`src/hdl/utf8_to_utf16_decoder_macros.svh`:
```
// Assertion macros shared by the UTF-8 to UTF-16 decoder.
`ifndef UTF8_TO_UTF16_DECODER_MACROS_SVH
`define UTF8_TO_UTF16_DECODER_MACROS_SVH

// Antecedent holds -> consequent holds in the same cycle.
`define U8U16_ASSERT_SAME(label, clk, rst_n, ante, cons) \
    label: assert property (@(posedge clk) disable iff (!rst_n) (ante) |-> (cons)) \
        else $error("u8u16 check failed: same-cycle implication");

// Antecedent holds -> consequent holds in the next cycle.
`define U8U16_ASSERT_NEXT(label, clk, rst_n, ante, cons) \
    label: assert property (@(posedge clk) disable iff (!rst_n) (ante) |=> (cons)) \
        else $error("u8u16 check failed: next-cycle implication");

`endif

```
`src/hdl/u8u16_pkg.sv`:
```
// Shared types and constants of the UTF-8 to UTF-16 decoder.
package u8u16_pkg;

    // Result status codes
    localparam logic [1:0] ST_OK          = 2'd0;
    localparam logic [1:0] ST_BAD_INPUT   = 2'd1;
    localparam logic [1:0] ST_BAD_PACKING = 2'd2;
    localparam logic [1:0] ST_TRUNCATED   = 2'd3;

    // Open sequence length codes (total bytes minus one)
    localparam logic [1:0] LEN_NONE  = 2'd0;
    localparam logic [1:0] LEN_TWO   = 2'd1;
    localparam logic [1:0] LEN_THREE = 2'd2;
    localparam logic [1:0] LEN_FOUR  = 2'd3;

    // Depth of the result queue (power of two, at least 2)
    localparam int FIFO_DEPTH = 4;

    localparam int VALUE_W = 21;

    typedef struct packed {
        logic [1:0]         need;
        logic [1:0]         len;
        logic [VALUE_W-1:0] value;
        logic               discard;
    } t_state;

    typedef struct packed {
        logic [15:0] code_unit;
        logic [1:0]  status;
        logic        run_last;
        logic        stream_end;
    } t_result;

endpackage

```
`src/hdl/u8u16_if.sv`:
```
// Handshake channels of the decoder: input bytes and output code units.
interface u8u16_byte_if;
    logic       valid;
    logic       ready;
    logic [7:0] byte_value;
    logic       last_byte;

    modport source (output valid, output byte_value, output last_byte, input ready);
    modport sink   (input valid, input byte_value, input last_byte, output ready);
endinterface

interface u8u16_unit_if;
    logic        valid;
    logic        ready;
    logic [15:0] code_unit;
    logic [1:0]  status;
    logic        run_last;
    logic        stream_end;

    modport source (output valid, output code_unit, output status, output run_last,
                    output stream_end, input ready);
    modport sink   (input valid, input code_unit, input status, input run_last,
                    input stream_end, output ready);
endinterface

```
`src/hdl/u8u16_step.sv`:
```
// Decode step: next sequence state and up to two results for one byte.
module u8u16_step
    import u8u16_pkg::*;
(
    input  t_state     i_state,
    input  logic [7:0] i_byte_value,
    input  logic       i_last_byte,
    output t_state     o_state,
    output logic [1:0] o_count,
    output t_result    o_res0,
    output t_result    o_res1
);

    logic [VALUE_W-1:0] w_packed;
    logic [1:0]         w_need_dec;
    logic [19:0]        w_offset;
    logic               w_err;
    logic [1:0]         w_err_status;

    assign w_packed   = {i_state.value[VALUE_W-7:0], i_byte_value[5:0]};
    assign w_need_dec = i_state.need - 2'd1;
    assign w_offset   = 20'(w_packed - VALUE_W'(32'h10000));

    always_comb begin
        o_state      = i_state;
        o_count      = 2'd0;
        o_res0       = '0;
        o_res1       = '0;
        w_err        = 1'b0;
        w_err_status = ST_OK;

        if (i_state.discard) begin
            // drop until the stream's last byte
            if (i_last_byte) begin
                o_state.discard = 1'b0;
            end
        end else if (i_state.need == 2'd0) begin
            if (i_byte_value[7] == 1'b0) begin
                o_res0  = '{code_unit: {8'h00, i_byte_value}, status: ST_OK,
                            run_last: 1'b1, stream_end: i_last_byte};
                o_count = 2'd1;
            end else if (i_byte_value[7:5] == 3'b110) begin
                o_state.len   = LEN_TWO;
                o_state.need  = 2'd1;
                o_state.value = VALUE_W'(i_byte_value[4:0]);
            end else if (i_byte_value[7:4] == 4'b1110) begin
                o_state.len   = LEN_THREE;
                o_state.need  = 2'd2;
                o_state.value = VALUE_W'(i_byte_value[3:0]);
            end else if (i_byte_value[7:3] == 5'b11110) begin
                o_state.len   = LEN_FOUR;
                o_state.need  = 2'd3;
                o_state.value = VALUE_W'(i_byte_value[2:0]);
            end else begin
                w_err        = 1'b1;
                w_err_status = ST_BAD_INPUT;
            end
            if (!w_err && i_byte_value[7] && i_last_byte) begin
                w_err        = 1'b1;
                w_err_status = ST_TRUNCATED;
            end
        end else if (i_byte_value[7:6] != 2'b10) begin
            w_err        = 1'b1;
            w_err_status = ST_BAD_INPUT;
        end else if (w_need_dec != 2'd0) begin
            o_state.value = w_packed;
            o_state.need  = w_need_dec;
            if (i_last_byte) begin
                w_err        = 1'b1;
                w_err_status = ST_TRUNCATED;
            end
        end else begin
            // sequence complete
            o_state.need  = 2'd0;
            o_state.len   = LEN_NONE;
            o_state.value = '0;
            case (i_state.len)
                LEN_TWO: begin
                    if (w_packed[10:0] < 11'h080) begin
                        w_err        = 1'b1;
                        w_err_status = ST_BAD_PACKING;
                    end else begin
                        o_res0  = '{code_unit: {5'd0, w_packed[10:0]}, status: ST_OK,
                                    run_last: 1'b1, stream_end: i_last_byte};
                        o_count = 2'd1;
                    end
                end
                LEN_THREE: begin
                    if (w_packed[15:0] < 16'h0800) begin
                        w_err        = 1'b1;
                        w_err_status = ST_BAD_PACKING;
                    end else if (w_packed[15:11] == 5'b11011) begin
                        // encoded surrogate
                        w_err        = 1'b1;
                        w_err_status = ST_BAD_INPUT;
                    end else begin
                        o_res0  = '{code_unit: w_packed[15:0], status: ST_OK,
                                    run_last: 1'b1, stream_end: i_last_byte};
                        o_count = 2'd1;
                    end
                end
                default: begin
                    if (w_packed < VALUE_W'(32'h10000)) begin
                        w_err        = 1'b1;
                        w_err_status = ST_BAD_PACKING;
                    end else if (w_packed > VALUE_W'(32'h10FFFF)) begin
                        w_err        = 1'b1;
                        w_err_status = ST_BAD_INPUT;
                    end else begin
                        // surrogate pair, high half first
                        o_res0  = '{code_unit: {6'b110110, w_offset[19:10]}, status: ST_OK,
                                    run_last: 1'b0, stream_end: 1'b0};
                        o_res1  = '{code_unit: {6'b110111, w_offset[9:0]}, status: ST_OK,
                                    run_last: 1'b1, stream_end: i_last_byte};
                        o_count = 2'd2;
                    end
                end
            endcase
        end

        if (w_err) begin
            o_state.need    = 2'd0;
            o_state.len     = LEN_NONE;
            o_state.value   = '0;
            o_state.discard = !i_last_byte;
            o_res0  = '{code_unit: 16'h0000, status: w_err_status,
                        run_last: 1'b1, stream_end: i_last_byte};
            o_res1  = '0;
            o_count = 2'd1;
        end
    end

endmodule

```
`src/hdl/utf8_to_utf16_decoder.sv`:
```
// Top level of the streaming UTF-8 to UTF-16 decoder.
//
// Takes one UTF-8 byte per word on i_byte, with last_byte marking the end of
// a stream, and delivers UTF-16 code units on o_unit. A byte enters an input
// register, one pass of decode logic updates the sequence state and writes
// zero, one or two result words into a small result queue (P_FIFO_DEPTH
// entries) that drives o_unit. Throughput is one byte per cycle; a byte's
// first result goes through the input register and then the result queue on its way to o_unit. The
// decode pass moves a byte forward only when the queue has room for two
// words, which sets the throughput under backpressure. A code point above
// 0xFFFF comes out as a surrogate pair on two consecutive words, high half
// first. Errors come out as one word with code_unit 0 and a nonzero status
// (1 bad input, 2 overlong, 3 truncated); after an error that is not on the
// last byte, bytes are dropped through the next last-byte marker. Lead and
// continuation bytes that do not finish a sequence produce no word unless they raise an error.
`include "utf8_to_utf16_decoder_macros.svh"

module utf8_to_utf16_decoder
    import u8u16_pkg::*;
#(
    parameter int P_FIFO_DEPTH = FIFO_DEPTH
) (
    input  logic                i_clk,
    input  logic                i_rst_n,
    u8u16_byte_if.sink          i_byte,
    u8u16_unit_if.source        o_unit
);

    localparam int AW = $clog2(P_FIFO_DEPTH);
    localparam int CW = $clog2(P_FIFO_DEPTH + 1);

    // input register
    logic       r_in_valid;
    logic [7:0] r_in_byte;
    logic       r_in_last;

    // sequence state
    t_state     r_state;
    t_state     n_state;

    // result queue
    t_result    r_fifo [P_FIFO_DEPTH];
    logic [AW-1:0] r_wr_ptr;
    logic [AW-1:0] r_rd_ptr;
    logic [CW-1:0] r_count;

    logic [AW-1:0] w_wr_ptr_1;
    logic          w_adv;
    logic          w_pop;
    logic [1:0]    w_cnt;
    logic [1:0]    w_push;
    t_result       w_res0;
    t_result       w_res1;
    t_result       w_head;
    logic          w_pair_good;
    logic          w_err_word;

    u8u16_step u_step (
        .i_state      (r_state),
        .i_byte_value (r_in_byte),
        .i_last_byte  (r_in_last),
        .o_state      (n_state),
        .o_count      (w_cnt),
        .o_res0       (w_res0),
        .o_res1       (w_res1)
    );

    // advance the held byte only with room for a surrogate pair
    assign w_adv      = r_in_valid && (r_count <= CW'(P_FIFO_DEPTH - 2));
    assign w_push     = w_adv ? w_cnt : 2'd0;
    assign w_pop      = o_unit.valid && o_unit.ready;
    assign w_wr_ptr_1 = r_wr_ptr + AW'(1);

    assign i_byte.ready = !r_in_valid || w_adv;

    always_ff @(posedge i_clk) begin
        if (!i_rst_n) begin
            r_in_valid <= 1'b0;
        end else if (i_byte.ready) begin
            r_in_valid <= i_byte.valid;
        end
    end

    always_ff @(posedge i_clk) begin
        if (i_byte.ready && i_byte.valid) begin
            r_in_byte <= i_byte.byte_value;
            r_in_last <= i_byte.last_byte;
        end
    end

    always_ff @(posedge i_clk) begin
        if (!i_rst_n) begin
            r_state <= '0;
        end else if (w_adv) begin
            r_state <= n_state;
        end
    end

    // write up to two words per decoded byte
    always_ff @(posedge i_clk) begin
        if (w_adv && w_cnt != 2'd0) begin
            r_fifo[r_wr_ptr] <= w_res0;
        end
        if (w_adv && w_cnt == 2'd2) begin
            r_fifo[w_wr_ptr_1] <= w_res1;
        end
    end

    always_ff @(posedge i_clk) begin
        if (!i_rst_n) begin
            r_wr_ptr <= '0;
            r_rd_ptr <= '0;
            r_count  <= '0;
        end else begin
            r_wr_ptr <= r_wr_ptr + AW'(w_push);
            r_rd_ptr <= r_rd_ptr + AW'(w_pop);
            r_count  <= r_count + CW'(w_push) - CW'(w_pop);
        end
    end

    assign w_head            = r_fifo[r_rd_ptr];
    assign o_unit.valid      = (r_count != '0);
    assign o_unit.code_unit  = w_head.code_unit;
    assign o_unit.status     = w_head.status;
    assign o_unit.run_last   = w_head.run_last;
    assign o_unit.stream_end = w_head.stream_end;

    assign w_pair_good = !w_res0.run_last && w_res0.status == ST_OK && w_res1.status == ST_OK;
    assign w_err_word  = w_adv && w_cnt == 2'd1 && w_res0.status != ST_OK;

    // queue never overfills
    `U8U16_ASSERT_SAME(a_queue_bound, i_clk, i_rst_n, 1'b1, r_count <= CW'(P_FIFO_DEPTH))
    // a pair is two good words, the first never closing the byte
    `U8U16_ASSERT_SAME(a_pair_shape, i_clk, i_rst_n, w_adv && w_cnt == 2'd2, w_pair_good)
    // an error before the stream's end starts discarding
    `U8U16_ASSERT_NEXT(a_error_discard, i_clk, i_rst_n, w_err_word && !r_in_last, r_state.discard)

endmodule

```
`src/flat_wrapper.sv`:
```
// flat-port wrapper written by rule: the top's interface ports become plain ports
module utf8_to_utf16_decoder_flat import u8u16_pkg::*;
#(
    parameter int P_FIFO_DEPTH = FIFO_DEPTH
)
  (i_clk, i_rst_n, i_byte_valid, i_byte_byte_value, i_byte_last_byte, i_byte_ready, o_unit_valid, o_unit_code_unit, o_unit_status, o_unit_run_last, o_unit_stream_end, o_unit_ready);
  u8u16_byte_if i_byte_i ();
  u8u16_unit_if o_unit_i ();
  input  logic i_clk;
  input  logic i_rst_n;
  input wire logic [$bits(i_byte_i.valid)-1:0] i_byte_valid;
  input wire logic [$bits(i_byte_i.byte_value)-1:0] i_byte_byte_value;
  input wire logic [$bits(i_byte_i.last_byte)-1:0] i_byte_last_byte;
  output wire logic [$bits(i_byte_i.ready)-1:0] i_byte_ready;
  output wire logic [$bits(o_unit_i.valid)-1:0] o_unit_valid;
  output wire logic [$bits(o_unit_i.code_unit)-1:0] o_unit_code_unit;
  output wire logic [$bits(o_unit_i.status)-1:0] o_unit_status;
  output wire logic [$bits(o_unit_i.run_last)-1:0] o_unit_run_last;
  output wire logic [$bits(o_unit_i.stream_end)-1:0] o_unit_stream_end;
  input wire logic [$bits(o_unit_i.ready)-1:0] o_unit_ready;
  assign i_byte_i.valid = i_byte_valid;
  assign i_byte_i.byte_value = i_byte_byte_value;
  assign i_byte_i.last_byte = i_byte_last_byte;
  assign i_byte_ready = i_byte_i.ready;
  assign o_unit_valid = o_unit_i.valid;
  assign o_unit_code_unit = o_unit_i.code_unit;
  assign o_unit_status = o_unit_i.status;
  assign o_unit_run_last = o_unit_i.run_last;
  assign o_unit_stream_end = o_unit_i.stream_end;
  assign o_unit_i.ready = o_unit_ready;
  utf8_to_utf16_decoder #(.P_FIFO_DEPTH(P_FIFO_DEPTH)) u_core (.i_clk(i_clk), .i_rst_n(i_rst_n), .i_byte(i_byte_i), .o_unit(o_unit_i));
endmodule
```
`config.mk`:
```
export PLATFORM = sky130hd
export DESIGN_NAME = utf8_to_utf16_decoder_flat
export DESIGN_NICKNAME = d
export VERILOG_FILES = /design/src/hdl/u8u16_pkg.sv /design/src/hdl/u8u16_if.sv /design/src/hdl/u8u16_step.sv /design/src/hdl/utf8_to_utf16_decoder.sv /design/src/flat_wrapper.sv
export VERILOG_INCLUDE_DIRS = /design/src /design/src/hdl
export SDC_FILE = /design/constraint.sdc
export NUM_CORES = 1
export LEC_CHECK = 0
export ABC_AREA = 1
export BUFFER_PORTS_ARGS = -buffer_cell sky130_fd_sc_hd__clkbuf_2
export CAP_MARGIN = 0
export CORE_ASPECT_RATIO = 2
export CORE_UTILIZATION = 66
export DETAILED_ROUTE_END_ITERATION = 7
export PLACE_DENSITY = 0.95
export SLEW_MARGIN = 25
export SYNTH_ARGS = -nofsm -noshare
export SYNTH_HDL_FRONTEND = slang
export SYNTH_SLANG_ARGS = --single-unit
```
`constraint.sdc`:
```
create_clock -name i_clk -period 8.33 [get_ports i_clk]
set_input_delay 2.499 -clock i_clk [delete_from_list [all_inputs] [get_ports i_clk]]
set_output_delay 2.499 -clock i_clk [all_outputs]
set_load 0.05 [all_outputs]
```
* Word-level counts from Yosys, hierarchy flattened
Memories as Yosys holds them, arrays and structs flattened. A register that Yosys moved wholly into a read port is not among the register bits. Cells that the tools add are included.
Word-level totals: register bits after elaboration 37, RAM bits 80, output and inout bits 22, logic and storage cells 139, memories kept 1
Cells by class: add/sub/neg operators 7, magnitude comparators 5, eq/ne operators 13, mux-type cells 85, reduce and logical (&&, ||, !) cells 18
Memory list:
- u_core.r_fifo | words 4, bits a word 20, read ports 1, clocked after memory_dff 1, write ports 2, RTL line utf8_to_utf16_decoder.sv:42 | t_result r_fifo [P_FIFO_DEPTH];
Operators by type and width (number):
- $mux 20 | 17
- $mux 25 | 7
- $mux 2 | 20
- $pmux 20 s2 | 1
- $mux 1 | 33
- $mux 26 | 1
- $gt 21x21->1 const B | 1
- $lt 21x17->1 const B | 1
- $mux 21 | 1
- $sub 20x17->20 const B | 1
- $lt 16x12->1 const B | 1
- $mux 15 | 1
- $lt 11x8->1 const B | 1
- $mux 11 | 1
- $eq 5x5->1 const B | 2
- $pmux 2 s2 | 2
- $logic_and 1x1->1 | 7
- $ne 3x3->1 const B | 2
- $reduce_and 6->1 | 1
- $ne 5x2->1 const B | 1
- $reduce_and 5->1 | 1
- $eq 2x2->1 const B | 2
- $eq 4x4->1 const B | 1
- $ne 2x2->1 const B | 2
- 17 further kinds | 20

* Depth between registers and ports, before layout
word-level depth 18, mapped depth 23

* Cells and area by module
Synthesis repeated with hierarchy kept, for this count alone.
Unflattened totals: cells, all modules 1089, area, all modules 7921.3 µm²
By module, submodules not included:
- utf8_to_utf16_decoder | instances 1, cells each 666, area each 5879.4 µm², sequential area each 3353.2 µm²
- u8u16_step | instances 1, cells each 423, area each 2042.0 µm², sequential area each 0.0 µm²

* Worst setup path after synthesis
OpenSTA, ideal clock, no wires.
kind flip-flop to output port, from reg u_core.r_rd_ptr[0] (netlist name), to out o_unit_code_unit[13], data arrival time 1753 ps, slack 4078 ps, stages on the path, launching flop included 6, path buffers 2, path through dfxtp_1 -> clkbuf_1 -> inv_1 -> clkbuf_1 -> a21oi_1 -> a21oi_1
RTL lines:
- end, declared | RTL line flat_wrapper.sv:16 | output wire logic [$bits(o_unit_i.code_unit)-1:0] o_unit_code_unit;

==> impl_metrics.csv <==
group,metric,value,unit
yosys,post_synthesis_net_count,854,
sta,finalSetupViolations,0,
global_route,grt_use_met1,37.0,%
yosys,ys_seq_area_share,47.4,%
critical_path,worstSetupPathType,"flop to output pin",
die,initial_core_util,67.8,%
worst_hold_path,holdPathEnd,"u_core.r_state[12]$_SDFFE_PN0P_",
critical_path,critical_path.max_fanout,23,
worst_hold_path,worstHoldPathCells,2,
run,cap_violations,0,
run_status,failed_checks,"DRC",
routing,detailroute.via_count,6271,
placed_design,dpl.hpwl,12500,um
die,floorplan.die.height,143,um
critical_path,endpoint_kind,"output pin",
sta,finalMaxSlewViolations,0,
clocking,max-clock-path-buffers,2,
clocking,clock_sinks,117,
critical_path,critical_path_required,5.83,ns
critical_path,cp-start-kind,"flop",
run_status,status,"finished, violations left",
clocking,cts-buffers-inserted,17,
global_route,grt_util_met2,66.3,%
die,die-width,72.6,um
sta,post-route-period-util,60.1,%
die,dieArea,10400,um2
clocking,ctsHoldBuffers,0,
cells_and_area,layout.nets,871,
clocking,post_cts.repair.setup_buffers,0,
placed_design,port-buffer-count,34,
yosys,postSynthCellCount,832,
yosys,ys_ff_latch,117,
global_route,gr-max-usage-layer,"met2",
cells_and_area,n_fill_cell,690,
critical_path,critical_path_arrival,2.51,ns
pwr,power_per_cell_area,321,nW/um2
routing,finalWirelength,18800,um
clocking,cts.clk_slew.worst_paths,0.06,ns
clocking,htree_num_levels,4,
sta,finalSetupTns,0,ns
global_route,grt_pass1_vias,6045,
global_route,grt.met3_usage,10.9,%
routing,drc,2,
yosys,synth_area_per_cell,7.90,um2
yosys,synthDistinctLibCells,41,
yosys,async_flop_share,0,%
yosys,synthesis.area,6570,um2
die,ios,35,
cells_and_area,inserted_diodes,0,
cells_and_area,drive_gt1_share,13.7,%
sta,finalCriticalPeriod,5.01,ns
critical_path,worst-r2r-cell-count,16,
critical_path,reg2reg_slack,4.10,ns
sta,skew,0.00942,ns
global_route,grt_max_degree,44,
routing,detail_route.vias_per_cell,6.31,
worst_hold_path,min-delay-path-class,"flop to flop",
routing,route.antenna.remaining_nets,0,
cells_and_area,flow.area_growth_from_synthesis,12.9,%
global_route,globalRoute.totalOverflow,0,
yosys,edff_count_synth,77,
sta,rsz0062_at_grt,"false",
worst_hold_path,hold_path.startpoint,"u_core.r_state[12]$_SDFFE_PN0P_",
clocking,root_buffer,"clkbuf_16",
routing,per_cell_routed_wire_length,18.9,um
global_route,grtUsageTotal,38.4,%
global_route,grt_pass1_wl,29100,um
placed_design,gp_congestion,0.997,
yosys,synth_top_flop_cell,"edfxtp_1",
sta,max_slew_headroom_at_the_worst_pin,35.4,%
clocking,clock_insertion_delay_worst_skew,0.43,ns
pwr,post-layout-total-power,0.00238,W
routing,drt_first_pass_iters,8,
sta,hold_viol_final,0,
die,core,9700,um2
sta,worstMarginPinSlew,0.966,ns
yosys,yosysWarningCount,0,
pwr,vdd_ir_drop_max,293,uV
critical_path,rr_startpoint,"u_core.r_state[22]$_SDFFE_PN0P_",
global_route,antenna_violations_before_repair,0,
critical_path,worst_flop_to_flop_path_endpoint,"u_core.r_fifo[0][18]$_DFFE_PP_",
clocking,tritoncts,"done",
die,row_cnt,51,
clocking,cts_repair_resize_count,0,
sta,max_freq,200,MHz
routing,first_iter_violations,1117,
pwr,p_leak,3.03,nW
==> Yosys cell counts, drive strengths merged, types with 3 or more instances <==
cell type,number,area share [%]
o21ai,76,5.8
ha,8,1.5
o22ai,26,2.5
nor3,7,0.70
dfxtp,40,12
edfxtp,77,35
a21oi,78,5.9
nand2,142,8.9
or2,3,0.32
buf,15,1.7
clkbuf,26,1.5
nand4,35,3.3
nand3,37,3.9
xnor2,4,0.53
inv,95,5.4
a22oi,3,0.34
nor2,149,8.8
==> power breakdown <==
part / leakage, nW / total (W) / internal (W) / switching [W]
registers: 1.03 / 0.000724 / 0.000682 / 0.0000420
logic: 1.67 / 0.000815 / 0.000191 / 0.000624
clock network: 0.323 / 0.000840 / 0.000563 / 0.000277
total: 3.03 / 0.00238 / 0.00144 / 0.000943
==> cells by family after synthesis <==
group / after synthesis / synth area share (%)
AOI/OAI and AO/OA: 189 / 15.4
xor gates and xnor gates: 5 / 0.666
adders and majority gates: 9 / 1.83
buffers and inverters: 138 / 8.68
DFF: 117 / 47.4
and+or+nand+nor: 374 / 26.1
==> critical path: stages (launching register included) <==
cell      delay, ns
dfxtp_1        0.77
inv_1          0.56
a21oi_1        0.38
a21oi_1        0.11
clkbuf_2       0.24
==> flip-flops by register name, indices dropped and copies added, names as in the netlist <==
| register | cells |
|---|---|
| u_core.r_wr_ptr | 2 |
| u_core.r_in_valid | 1 |
| u_core.r_rd_ptr | 2 |
| u_core.r_state | 20 |
| u_core.r_count | 3 |
| u_core.r_in_last | 1 |
| u_core.r_fifo | 80 |
| u_core.r_in_byte | 8 |
==> placed cells by master, fill, tap and decap left out, types with 2 or more instances in the layout <==
cell        count
a21oi_1        78
a22oi_1         3
buf_4           5
bufinv_16       6
clkbuf_16      17
clkbuf_2       34
clkinv_1        3
clkinv_4        2
clkinvlp_4      2
dfxtp_1        40
edfxtp_1       77
ha_1            8
inv_1          75
inv_2          20
inv_6           2
nand2_1       130
nand2_2         8
nand2_4         4
nand3_1        30
nand3_2         2
nand3_4         5
nand4_1        35
nor2_1        144
nor2_2          3
nor2_4          2
nor3_1          6
o21ai_0        62
o21ai_1        14
o22ai_1        26
xnor2_1         4
==> through the flow <==
stage / hold WS [ns] / utilization [%] / cells / cell area [um2] / setup WS, ns
2_1_floorplan: 0.457 / - / 832 / 6570 / 4.08
3_3_place_gp: 0.466 / 69.5 / 962 / 6740 / 3.82
3_5_place_dp: 0.472 / 69.5 / 962 / 6740 / 3.65
4_1_cts: 0.481 / 76.5 / 994 / 7420 / 3.21
5_1_grt: 0.520 / 76.5 / 994 / 7420 / 3.12
6_report: 0.483 / 76.5 / 994 / 7420 / 3.32
==> worst max-delay path by stage <==
stage | start | endpoint | slack (ns) | cells after the start
after global placement | u_core.r_rd_ptr[0]$_SDFF_PN0_ | o_unit_status[1] | 3.82 | 6
final | u_core.r_rd_ptr[1]$_SDFF_PN0_ | o_unit_status[0] | 3.32 | 4
after floorplan | u_core.r_rd_ptr[0]$_SDFF_PN0_ | o_unit_code_unit[13] | 4.08 | 5
after CTS | u_core.r_rd_ptr[0]$_SDFF_PN0_ | o_unit_status[1] | 3.21 | 6
after global routing | u_core.r_rd_ptr[1]$_SDFF_PN0_ | o_unit_code_unit[13] | 3.12 | 5
after detailed placement | u_core.r_rd_ptr[0]$_SDFF_PN0_ | o_unit_status[1] | 3.65 | 6
==> layout make-up <==
| class | count | area (um2) | share of cell area [%] |
|---|---|---|---|
| Sequential cell | 117 | 3110 | 42.0 |
| Multi-Input combinational cell | 577 | 2890 | 39.0 |
| Clock buffer | 17 | 425 | 5.74 |
| Inverter | 97 | 364 | 4.91 |
| Clock inverter | 15 | 250 | 3.37 |
| Timing Repair Buffer | 39 | 208 | 2.80 |
| Tap cell | 132 | 165 | 2.23 |
==> routing by layer <==
layer  part of all wire, %  wire (um)  up-vias
met5                     0          0        -
met4                   9.0       1700        0
met3                   8.3       1560      164
met2                    51       9670      483
met1                    31       5880     2771
li1                      -          -     2853
Note: power is estimated with default switching activity, not from simulation.
